File: config.mk
export PLATFORM = sky130hd
export DESIGN_NAME = group_cache_lfu_replacement
export DESIGN_NICKNAME = d
export VERILOG_FILES = /design/src/sv/gclfu_pkg.sv /design/src/sv/gclfu_ctrl.sv /design/src/sv/gclfu_dp.sv /design/src/sv/group_cache_lfu_replacement.sv
export SDC_FILE = /design/constraint.sdc
export NUM_CORES = 1
export LEC_CHECK = 0
export ABC_AREA = 1
export BUFFER_PORTS_ARGS = -buffer_cell sky130_fd_sc_hd__buf_4
export CORE_MARGIN = 3
export CORE_UTILIZATION = 50
export CTS_BUF_LIST = sky130_fd_sc_hd__clkbuf_4
export DETAILED_ROUTE_END_ITERATION = 7
export PLACE_DENSITY_LB_ADDON = 0.2
export SLEW_MARGIN = 25
export SYNTH_ARGS = -nofsm -noshare
export SYNTH_HDL_FRONTEND = slang
export SYNTH_SLANG_ARGS = --single-unit
File: constraint.sdc
create_clock -name clk -period 5.8 [get_ports clk]
set_input_delay 0.29 -clock clk [delete_from_list [all_inputs] [get_ports clk]]
set_output_delay 0.29 -clock clk [all_outputs]
set_load 0.01 [all_outputs]
File: src/sv/gclfu_pkg.sv
// Shared types and constants for the LFU cache directory.
// Used by gclfu_ctrl, gclfu_dp and the top level group_cache_lfu_replacement.
package gclfu_pkg;

  localparam int ENTRIES_DEF = 8;
  localparam int DEV_W       = 16;
  localparam int GRP_W       = 8;
  localparam int CNT_W       = 16;
  localparam int MODE_W      = 2;
  localparam int SLOT_W      = 3;

  localparam logic [CNT_W-1:0] COUNT_MAX = '1;

  localparam logic             OP_ACCESS  = 1'b0;
  localparam logic             OP_AGE     = 1'b1;
  localparam logic [MODE_W-1:0] MODE_DIRTY = 2'd1;
  localparam logic [MODE_W-1:0] MODE_CLEAN = 2'd2;

  typedef enum logic [1:0] {
    ST_IDLE,
    ST_SCAN,
    ST_FLUSH,
    ST_COMMIT
  } state_t;

  // Commands from the controller to the datapath.
  typedef struct packed {
    logic start;   // capture the request, clear scan results
    logic issue;   // read the entry at the scan index, advance
    logic commit;  // update the directory and load the result
  } cmd_t;

  // Status from the datapath to the controller.
  typedef struct packed {
    logic scan_last;  // scan index is at the last entry
    logic out_free;   // result register can take a new result
  } status_t;

  // One directory entry as held in the entry memory.
  typedef struct packed {
    logic [DEV_W-1:0] dev;
    logic [GRP_W-1:0] grp;
    logic [CNT_W-1:0] count;
    logic             dirty;
  } entry_t;

endpackage

File: src/sv/gclfu_ctrl.sv
// Controller state machine for the LFU cache directory.
// Depends on gclfu_pkg (state_t, cmd_t, status_t).
module gclfu_ctrl (
  input  logic               clk,
  input  logic               rst,
  input  logic               in_valid,
  output logic               in_stall,
  input  gclfu_pkg::status_t status,
  output gclfu_pkg::cmd_t    cmd
);
  import gclfu_pkg::*;

  state_t state, state_next;

  always_ff @(posedge clk) begin
    if (rst) begin
      state <= ST_IDLE;
    end else begin
      state <= state_next;
    end
  end

  always_comb begin
    state_next = state;
    cmd        = '0;
    in_stall   = 1'b1;
    unique case (state)
      // hold off requests while reset is applied
      ST_IDLE: begin
        in_stall = rst;
        if (in_valid && !rst) begin
          cmd.start  = 1'b1;
          state_next = ST_SCAN;
        end
      end
      ST_SCAN: begin
        cmd.issue = 1'b1;
        if (status.scan_last) begin
          state_next = ST_FLUSH;
        end
      end
      // last read data is evaluated here
      ST_FLUSH: begin
        state_next = ST_COMMIT;
      end
      ST_COMMIT: begin
        if (status.out_free) begin
          cmd.commit = 1'b1;
          state_next = ST_IDLE;
        end
      end
      default: begin
        state_next = ST_IDLE;
      end
    endcase
  end

endmodule

File: src/sv/gclfu_dp.sv
// Datapath of the LFU cache directory: entry memory, valid bits, scan
// registers and result register. Depends on gclfu_pkg.
module gclfu_dp #(
  parameter int ENTRIES = gclfu_pkg::ENTRIES_DEF
) (
  input  logic                           clk,
  input  logic                           rst,
  input  gclfu_pkg::cmd_t                cmd,
  output gclfu_pkg::status_t             status,
  input  logic                           op,
  input  logic [gclfu_pkg::DEV_W-1:0]    dev_addr,
  input  logic [gclfu_pkg::GRP_W-1:0]    group_id,
  input  logic [gclfu_pkg::MODE_W-1:0]   write_mode,
  output logic                           out_valid,
  input  logic                           out_stall,
  output logic                           hit,
  output logic [gclfu_pkg::SLOT_W-1:0]   slot,
  output logic                           needs_load,
  output logic                           evicted,
  output logic [gclfu_pkg::DEV_W-1:0]    evicted_dev_addr,
  output logic [gclfu_pkg::GRP_W-1:0]    evicted_group,
  output logic                           writeback_needed
);
  import gclfu_pkg::*;

  localparam int IDX_W = $clog2(ENTRIES);
  localparam logic [IDX_W-1:0] LAST_IDX = IDX_W'(ENTRIES - 1);

  entry_t           mem [ENTRIES];
  entry_t           rd_data;
  logic [IDX_W-1:0] rd_idx;
  logic             rd_live;
  logic             wr_en;
  logic [IDX_W-1:0] wr_addr;
  entry_t           wr_data;

  logic [ENTRIES-1:0] valid;

  // captured request
  logic              op_q;
  logic [DEV_W-1:0]  dev_q;
  logic [GRP_W-1:0]  grp_q;
  logic [MODE_W-1:0] mode_q;

  logic [IDX_W-1:0] scan_idx;

  // scan results
  logic             hit_f;
  logic [IDX_W-1:0] hit_idx;
  logic [CNT_W-1:0] hit_cnt;
  logic             hit_dirty;
  logic             free_f;
  logic [IDX_W-1:0] free_idx;
  logic [IDX_W-1:0] vic_idx;
  logic [CNT_W-1:0] vic_cnt;
  logic [DEV_W-1:0] vic_dev;
  logic [GRP_W-1:0] vic_grp;
  logic             vic_dirty;

  logic             e_valid;
  logic             e_match;
  logic             new_dirty;
  logic [IDX_W-1:0] miss_idx;
  logic [IDX_W-1:0] res_idx;
  logic [IDX_W+SLOT_W-1:0] res_idx_ext;

  assign status.scan_last = (scan_idx == LAST_IDX);
  assign status.out_free  = !out_valid || !out_stall;

  assign e_valid  = valid[rd_idx];
  assign e_match  = e_valid && (rd_data.dev == dev_q) && (rd_data.grp == grp_q);
  assign miss_idx = free_f ? free_idx : vic_idx;
  assign res_idx  = hit_f ? hit_idx : miss_idx;
  assign res_idx_ext = {{SLOT_W{1'b0}}, res_idx};

  always_comb begin
    priority if (mode_q == MODE_DIRTY) begin
      new_dirty = 1'b1;
    end else if (mode_q == MODE_CLEAN) begin
      new_dirty = 1'b0;
    end else begin
      new_dirty = hit_dirty;
    end
  end

  // single write port: aging write-back during scan, update at commit
  always_comb begin
    wr_en   = 1'b0;
    wr_addr = rd_idx;
    wr_data = rd_data;
    if (rd_live && op_q == OP_AGE) begin
      wr_en         = 1'b1;
      wr_data.count = rd_data.count >> 1;
    end else if (cmd.commit && op_q == OP_ACCESS) begin
      wr_en       = 1'b1;
      wr_data.dev = dev_q;
      wr_data.grp = grp_q;
      if (hit_f) begin
        wr_addr       = hit_idx;
        wr_data.count = (hit_cnt == COUNT_MAX) ? hit_cnt : hit_cnt + CNT_W'(1);
        wr_data.dirty = new_dirty;
      end else begin
        wr_addr       = miss_idx;
        wr_data.count = '0;
        wr_data.dirty = (mode_q == MODE_DIRTY);
      end
    end
  end

  always_ff @(posedge clk) begin
    if (wr_en) begin
      mem[wr_addr] <= wr_data;
    end
    rd_data <= mem[scan_idx];
  end

  always_ff @(posedge clk) begin
    if (rst) begin
      valid    <= '0;
      rd_live  <= 1'b0;
      scan_idx <= '0;
    end else begin
      rd_live <= cmd.issue;
      if (cmd.start) begin
        scan_idx <= '0;
      end else if (cmd.issue && !status.scan_last) begin
        scan_idx <= scan_idx + IDX_W'(1);
      end
      if (cmd.commit && op_q == OP_ACCESS && !hit_f) begin
        valid[miss_idx] <= 1'b1;
      end
    end
    rd_idx <= scan_idx;
  end

  // request capture and scan evaluation
  always_ff @(posedge clk) begin
    if (cmd.start) begin
      op_q   <= op;
      dev_q  <= dev_addr;
      grp_q  <= group_id;
      mode_q <= write_mode;
      hit_f  <= 1'b0;
      free_f <= 1'b0;
    end else if (rd_live && op_q == OP_ACCESS) begin
      if (e_match && !hit_f) begin
        hit_f     <= 1'b1;
        hit_idx   <= rd_idx;
        hit_cnt   <= rd_data.count;
        hit_dirty <= rd_data.dirty;
      end
      if (!e_valid && !free_f) begin
        free_f   <= 1'b1;
        free_idx <= rd_idx;
      end
      // strict less keeps the lowest index on ties
      if (rd_idx == '0 || rd_data.count < vic_cnt) begin
        vic_idx   <= rd_idx;
        vic_cnt   <= rd_data.count;
        vic_dev   <= rd_data.dev;
        vic_grp   <= rd_data.grp;
        vic_dirty <= rd_data.dirty;
      end
    end
  end

  always_ff @(posedge clk) begin
    if (rst) begin
      out_valid <= 1'b0;
    end else if (cmd.commit) begin
      out_valid <= 1'b1;
    end else if (!out_stall) begin
      out_valid <= 1'b0;
    end
  end

  always_ff @(posedge clk) begin
    if (cmd.commit) begin
      if (op_q == OP_AGE) begin
        hit              <= 1'b0;
        slot             <= '0;
        needs_load       <= 1'b0;
        evicted          <= 1'b0;
        evicted_dev_addr <= '0;
        evicted_group    <= '0;
        writeback_needed <= 1'b0;
      end else begin
        hit        <= hit_f;
        slot       <= res_idx_ext[SLOT_W-1:0];
        needs_load <= !hit_f;
        if (!hit_f && !free_f) begin
          evicted          <= 1'b1;
          evicted_dev_addr <= vic_dev;
          evicted_group    <= vic_grp;
          writeback_needed <= vic_dirty;
        end else begin
          evicted          <= 1'b0;
          evicted_dev_addr <= '0;
          evicted_group    <= '0;
          writeback_needed <= 1'b0;
        end
      end
    end
  end

endmodule

File: src/sv/group_cache_lfu_replacement.sv
// Fully associative cache directory with least-frequently-used replacement
// and aging. The directory lives in a memory with one read port, and every
// request, access or aging tick, reads every entry once in index order; an
// access finds the matching tag, the first free entry and the lowest-count
// victim there, then writes back at commit. An aging tick halves the counts
// in the same sweep. One request is in work at a time; a finished result
// waits in the output register while the next request is taken. The slot
// output carries the low three bits of the entry index.
module group_cache_lfu_replacement #(
  parameter int ENTRIES = gclfu_pkg::ENTRIES_DEF
) (
  input  logic                           clk,
  input  logic                           rst,
  input  logic                           in_valid,
  output logic                           in_stall,
  input  logic                           op,
  input  logic [gclfu_pkg::DEV_W-1:0]    dev_addr,
  input  logic [gclfu_pkg::GRP_W-1:0]    group_id,
  input  logic [gclfu_pkg::MODE_W-1:0]   write_mode,
  output logic                           out_valid,
  input  logic                           out_stall,
  output logic                           hit,
  output logic [gclfu_pkg::SLOT_W-1:0]   slot,
  output logic                           needs_load,
  output logic                           evicted,
  output logic [gclfu_pkg::DEV_W-1:0]    evicted_dev_addr,
  output logic [gclfu_pkg::GRP_W-1:0]    evicted_group,
  output logic                           writeback_needed
);
  import gclfu_pkg::*;

  cmd_t    cmd;
  status_t status;

  gclfu_ctrl u_ctrl (
    .clk      (clk),
    .rst      (rst),
    .in_valid (in_valid),
    .in_stall (in_stall),
    .status   (status),
    .cmd      (cmd)
  );

  gclfu_dp #(
    .ENTRIES (ENTRIES)
  ) u_dp (
    .clk              (clk),
    .rst              (rst),
    .cmd              (cmd),
    .status           (status),
    .op               (op),
    .dev_addr         (dev_addr),
    .group_id         (group_id),
    .write_mode       (write_mode),
    .out_valid        (out_valid),
    .out_stall        (out_stall),
    .hit              (hit),
    .slot             (slot),
    .needs_load       (needs_load),
    .evicted          (evicted),
    .evicted_dev_addr (evicted_dev_addr),
    .evicted_group    (evicted_group),
    .writeback_needed (writeback_needed)
  );

endmodule
==> impl_metrics.csv, run 1 <==
group,metric,value,unit
timing,tightest_slew,1.065,ns
floorplan,io_pins,64,
timing,max_slew_margin,28.27,%
logic_synthesis,syn_area,20390,sq um
pwr,switchingPower,0.002865,W
run_status,status,"completed",
route,vias,13190,
timing,timing.fmax,258.2,MHz
global_routing,overflow,0,
pwr,seq_power_share,49.4,%
pwr,ir_worst_vdd,0.0002352,V
floorplan,dieArea,43240,sq um
logic_synthesis,avgSynthCellArea,12.21,sq um
critical_path,start_kind,"register",
placed_design,hpwl,27600,um
floorplan,core,40010,sq um
logic_synthesis,synth_top_area_share,66.72,%
critical_path,crit_path_max_fanout,29,
timing,period_share,66.78,%
hold_path,hold_path.class,"input pin to register",
pwr,static-leakage-power,8.779,nW
route,drtIter0Drc,919,
logic_synthesis,ys_types,45,
clock_network,clk_path_buf_depth,3,
logic_synthesis,synth_nets,1723,
pwr,p_comb_share,17.4,%
clock_network,cts_buffers,132,
route,dr.pass1.iters,6,
pwr,clock_power_share,33.2,%
global_routing,track_usage,21.23,%
clock_network,clk_latency,0.80,ns
critical_path,crit_required,6.24,ns
clock_network,clockRootBuffer,"clkbuf_4",
layout,final_core_utilization,58.56,%
critical_path,arrival,4.31,ns
logic_synthesis,async_flop_share,0,%
pwr,p_sw_share,28.89,%
critical_path,worstSetupPathType,"register to register",
logic_synthesis,synth_commonest_cells,"edfxtp_1, nor2_1, nand2_1",
logic_synthesis,synthFlopType,"edfxtp_1",
layout,final_cell_count_no_fill,2460,
logic_synthesis,synthCells,1670,
critical_path,worstReg2RegStart,"u_ctrl.state[0]",
clock_network,htree_num_levels,4,
global_routing,grt_max_degree,99,
route,ant_nets,0,
logic_synthesis,synth_edf_count,453,
pwr,internal_power,0.007052,W
placed_design,placed_cells,2199,
timing,skew,0.04335,ns
route,drc_errors,0,
placed_design,io_buffer_count,63,
critical_path,r2r_cells,9,
placed_design,gp_routability_congestion,0.8104,
timing,fin_ws,1.927,ns
critical_path,ff2ff_setup_slack,1.93,ns
placed_design,post-place-ws,1.952,ns
global_routing,antenna_found_initial,1,
logic_synthesis,synth_area_leader_cell,"edfxtp_1",
timing,hold_viol_final,0,
layout,fill_cells,3249,
pwr,powerDensity,423.3,nW/um^2
timing,rsz0062_at_grt,"false",
route,wire_per_inst,18.83,um
timing,setup_viol,0,
floorplan,die_x,207.9,um
clock_network,clkSinkCount,514,
logic_synthesis,ys_seq_area_share,72.70,%
floorplan,placementRows,73,
floorplan,start_util,50.97,%
run,maxCapViolations,0,
layout,finish.net_count,1891,
critical_path,crit_end,"u_dp.mem[2][32]",
pwr,totalPowerFinal,0.009918,W
route,wl,46320,um
logic_synthesis,ys_seq_elements,514,
floorplan,die_y,207.9,um
layout,syn2layout_area_growth,14.90,%
timing,slew_violations,0,
clock_network,cts_tree,"yes",
critical_path,r2r-end,"u_dp.mem[2][32]",
timing,setup_tns,0,ns
clock_network,clk_pin_slew_worst_paths,0.07,ns
critical_path,cp-startpoint,"u_ctrl.state[0]",
timing,min_period,3.873,ns
logic_synthesis,yosysWarnings,0,
logic_synthesis,synth_area_leaders,"edfxtp_1, dfxtp_1, nor2_1",
critical_path,endpoint_kind,"register",
logic_synthesis,yosys.cell_count.top_type,"edfxtp_1",
route,via_per_inst,5.362,
global_routing,grt_pass1_vias,13080,
global_routing,grt_pass1_wl,71840,um
layout,drive_above_1_share,17.43,%
kinds of logic (layout without fill, tap and decap cells):
family          Yosys count  after routing  synth area share, %
simple gates            680            680                13.20
flops                   514            514                72.70
compound gates          235            235                7.462
buf+inv                 194            458                4.203
xor+xnor                 24             24                1.031
fa+ha+maj                23             23                1.399
other cells               0              1                    0
placed cells by master (no fill, tap or decap), types with 10 or more instances in the layout:
master	Yosys	final
dlygate4sd3_1	0	30
inv_2	6	10
nand3_1	32	32
nor2_1	311	303
clkbuf_4	0	209
o21ai_0	110	109
edfxtp_1	453	453
inv_1	111	110
dfxtp_1	61	58
ha_1	22	22
buf_4	7	80
o32ai_1	82	82
nand2_1	310	310
xor2_1	10	10
xnor2_1	14	14
clkinv_1	1	11
a21oi_1	25	24
nor2_4	2	10
per-layer routing:
layer | global-route usage (%) | up-vias | part of all wire, %
met3 | 4.991 | 72 | 5.9
met2 | 34.57 | 419 | 49
met5 | 0 | - | 0
li1 | - | 6237 | -
met4 | 7.882 | 0 | 2.4
met1 | 28.12 | 6463 | 43
repair_timing:
item / CTS / global route
endpoints found under the hold margin: 43 / 0
buffers inserted: 0 / 0
hold buffers: 30 / 0
gates resized for setup: 0 / 0
setup endpoints to repair: 0 / 0
flip-flops by register name (all words and copies together) (netlist names), 16 cells and up:
register / flops
u_dp.hit_cnt: 16
u_dp.vic_dev: 16
u_dp.mem: 328
u_dp.dev_q: 16
u_dp.evicted_dev_addr: 16
u_dp.vic_cnt: 16
u_dp.rd_data: 41
worst min-delay path by stage:
stage                                 from              end  slack (ns)  cells after the start
after floorplan           u_dp.scan_idx[2]   u_dp.rd_idx[2]        0.35                      0
after CTS                      dev_addr[5]    u_dp.dev_q[5]        0.11                      2
after global placement     u_dp.rd_data[1]  u_dp.hit_cnt[0]        0.43                      0
after detailed placement     u_dp.valid[1]    u_dp.valid[1]        0.44                      2
final                          dev_addr[7]    u_dp.dev_q[7]        0.21                      2
after global routing           dev_addr[1]    u_dp.dev_q[1]        0.13                      2
worst max-delay path: stages (launching register included):
cell and delay (ns):
dfxtp_1 0.37, ha_1 0.19, nand2_1 0.14, nor2_2 0.11
buf_4 0.30, inv_1 0.49, nand2_2 0.38, nand2_1 0.29
nor2_4 0.80, buf_4 0.41
cell type report:
| cell class | instances | area, sq um | area share, % |
|---|---|---|---|
| Antenna cell | 1 | 2.502 | 0.01068 |
| Clock inverter | 21 | 237.7 | 1.015 |
| Multi-Input combinational cell | 962 | 4780 | 20.40 |
| Tap cell | 525 | 656.9 | 2.804 |
| Clock buffer | 209 | 1569 | 6.697 |
| Inverter | 118 | 447.9 | 1.912 |
| Sequential cell | 514 | 14830 | 63.31 |
| Timing Repair Buffer | 110 | 900.9 | 3.845 |
metrics by stage:
stage	instance area (sq um)	hold WS (ns)
after global routing	23430	0.1332
after CTS	23420	0.1081
after global placement	21320	0.4328
after detailed placement	21320	0.4417
final	23430	0.2114
after floorplan	20390	0.3529
power groups by stage:
| stage | logic, W | registers, W | clock network, W |
|---|---|---|---|
| global route | 0.00192 | 0.00493 | 0.00359 |
| finish | 0.00173 | 0.00490 | 0.00329 |
| CTS | 0.00174 | 0.00490 | 0.00338 |
| detailed placement | 0.00172 | 0.00498 | 0 |
| global placement | 0.00167 | 0.00497 | 0 |
| floorplan | 0.00118 | 0.00488 | 0 |
Power figures use the tool's default switching activity.
==> run 2: changes to the inputs <==
--- a/config.mk
+++ b/config.mk
@@ -5,7 +5,7 @@
 export SDC_FILE = /design/constraint.sdc
 export NUM_CORES = 1
 export LEC_CHECK = 0
-export ABC_AREA = 1
+export ABC_AREA = 0
 export BUFFER_PORTS_ARGS = -buffer_cell sky130_fd_sc_hd__buf_4
 export CORE_MARGIN = 3
 export CORE_UTILIZATION = 50
==> constraint.sdc (replaced) <==
create_clock -name clk -period 3.95 [get_ports clk]
set_input_delay 0.1975 -clock clk [delete_from_list [all_inputs] [get_ports clk]]
set_output_delay 0.1975 -clock clk [all_outputs]
set_load 0.01 [all_outputs]
==> impl_metrics.csv, run 2 <==
group,metric,value,unit
layout,finish.net_count,1338,
logic_synthesis,synthCells,1062,
global_routing,overflow,0,
route,wire_per_inst,21.37,um
global_routing,track_usage,20.16,%
floorplan,start_util,51.45,%
timing,period_share,72.56,%
run_status,status,"completed",
logic_synthesis,synth_edf_count,453,
clock_network,postCtsSetupBuffers,0,
run,maxCapViolations,0,
clock_network,cts_tree,"yes",
logic_synthesis,ys_seq_elements,514,
placed_design,io_buffer_count,63,
timing,setup_tns,0,ns
floorplan,core,38200,sq um
timing,setup_viol,0,
logic_synthesis,synthFlopType,"edfxtp_1",
route,vias,10390,
critical_path,worstSetupPathType,"register to register",
global_routing,grt_pass1_vias,10700,
floorplan,dieArea,41720,sq um
floorplan,placementRows,71,
logic_synthesis,synth_area_leader_cell,"edfxtp_1",
timing,hold_viol_final,0,
timing,rsz0062_at_grt,"false",
logic_synthesis,avgSynthCellArea,18.51,sq um
logic_synthesis,synth_commonest_cells,"edfxtp_1, nand2_1, mux4_2",
floorplan,die_y,204.3,um
critical_path,path_cells,"inv_1 -> ha_1 -> nand3b_1 -> inv_1 -> nor3b_2 -> o21ai_0 -> a2111oi_0 -> a22o_2 -> buf_12",
floorplan,io_pins,64,
timing,max_slew_margin,42.29,%
pwr,ir_worst_vdd,0.0002604,V
critical_path,crit_path_max_fanout,24,
layout,syn2layout_area_growth,17.04,%
logic_synthesis,synth_area_leaders,"edfxtp_1, mux4_2, dfxtp_1",
critical_path,crit_buf_inv,3,
layout,reg_top3,"u_dp.mem x328, u_dp.rd_data x41",
timing,timing.fmax,348.9,MHz
logic_synthesis,ys_seq_area_share,75.43,%
timing,skew,0.04015,ns
route,ant_nets,0,
clock_network,clk_path_buf_depth,3,
timing,holdWs,0.1454,ns
pwr,powerDensity,636.3,nW/um^2
layout,final_area,23000,sq um
timing,tightest_slew,0.8599,ns
placed_design,place_area,20960,sq um
critical_path,crit_family,"compound AO/OA/AOI/OAI gates",
route,via_per_inst,5.486,
route,dr.pass1.iters,5,
route,drtIter0Drc,990,
critical_path,cp_slowest_cell,"a22o_2",
critical_path,path_common_cell,"inv_1",
critical_path,slowest_delay,0.58,ns
critical_path,arrival,3.31,ns
placed_design,hpwl,24900,um
critical_path,start_kind,"register",
layout,drive_above_1_share,33.50,%
logic_synthesis,synth_nets,1115,
logic_synthesis,synth_top_area_share,69.22,%
layout,layout_common_cells,"edfxtp_1, clkbuf_4, buf_4",
clock_network,clkSinkCount,514,
timing,min_period,2.866,ns
logic_synthesis,ys_types,55,
clock_network,clk_latency,0.78,ns
clock_network,htree_num_levels,4,
global_routing,grt_pass1_wl,62790,um
placed_design,placed_cells,1627,
route,wl,40470,um
timing,slew_violations,0,
logic_synthesis,yosys.cell_count.top_type,"edfxtp_1",
floorplan,die_x,204.3,um
clock_network,cts_buffers,136,
critical_path,endpoint_kind,"register",
hold_path,hold_path.class,"input pin to register",
clock_network,clockRootBuffer,"clkbuf_4",
logic_synthesis,syn_area,19650,sq um
placed_design,gp_routability_congestion,0.8066,
layout,largest_register,"u_dp.mem",
critical_path,ff2ff_setup_slack,1.08,ns
logic_synthesis,async_flop_share,0,%
global_routing,grt_max_degree,44,
layout,final_common_cell,"edfxtp_1",
global_routing,antenna_found_initial,4,
layout,largest_reg_flops,328,
clock_network,clk_pin_slew_worst_paths,0.06,ns
critical_path,crit_required,4.40,ns
pwr,static-leakage-power,7.930,nW
route,drc_errors,0,
logic_synthesis,yosysWarnings,0,
layout,final_cell_count_no_fill,1894,
-- run 2: cell count changes in the layout (fill, tap and decap cells not counted), moves of 8 or more --
cell,previous run,this run
and2_1,2,28
buf_4,80,92
clkinv_1,11,19
inv_1,110,22
mux2_2,0,44
mux2i_1,0,10
mux4_2,0,84
nand2_1,310,89
nand3_1,32,10
nor2_1,303,32
nor3_1,3,11
o21ai_0,109,9
o32ai_1,82,0
-- run 2: final cells by class --
class | instances | area [sq um]
clock buffer | 203 | 1524
antenna | 1 | 2.502
tap | 511 | 639.4
clock inverter | 32 | 207.7
timing repair buffer | 126 | 1061
fill | 2888 | 15200
multi-input combinational | 485 | 4651
sequential | 514 | 14830
inverter | 22 | 82.58
-- run 2: timing repair --
item                      4_1_cts  5_1_grt
resized for setup               0        0
hold endpoints to repair       44        0
hold buffers                   31        0
-- run 2: metal layers --
layer  vias up  wire [um]  part of all wire, %  track usage (%)
met5         -          0                    0                0
met4         0        470                  1.2            5.800
met3        46       3025                  7.5            5.463
met2       367      18630                   46            29.76
met1      5277      18340                   45            29.88
li1       4701          -                    -                -
-- run 2: stage by stage --
step	util (%)	setup slack (ns)	total power (W)
after CTS	60.21	1.033	0.01485
after detailed placement	54.86	1.060	0.01022
after floorplan	-	0.1174	0.009187
final	60.21	1.084	0.01464
after global routing	60.21	0.8666	0.01546
after global placement	54.85	1.133	0.01015
-- run 2: cell families (layout without fill, tap and decap cells) --
kind of cell	after synthesis	after routing	share of synthesized area (%)
AO/OA/AOI/OAI	70	70	2.228
XOR/XNOR	33	33	1.471
adder cells (fa/ha/maj)	23	23	1.452
buffers and inverters	63	383	1.305
flip-flops	514	514	75.43
multiplexers	138	138	12.66
other	0	1	0
AND/OR/NAND/NOR	221	221	5.456
-- run 2: path summary, 6_finish.rpt --
kind	start	endpoint	cells past startpoint
min reg2reg	u_dp.rd_data[30]	u_dp.vic_dev[5]	0
max	u_ctrl.state[0]	u_dp.vic_dev[9]	9
min	dev_addr[7]	u_dp.dev_q[7]	2
max reg2reg	u_ctrl.state[0]	u_dp.vic_dev[9]	9
-- run 2: power breakdown --
part | switching, W | total [W] | internal [W]
logic | 0.00149 | 0.00263 | 0.00115
clock network | 0.00201 | 0.00454 | 0.00253
registers | 0.000472 | 0.00746 | 0.00699
total | 0.00396 | 0.0146 | 0.0107
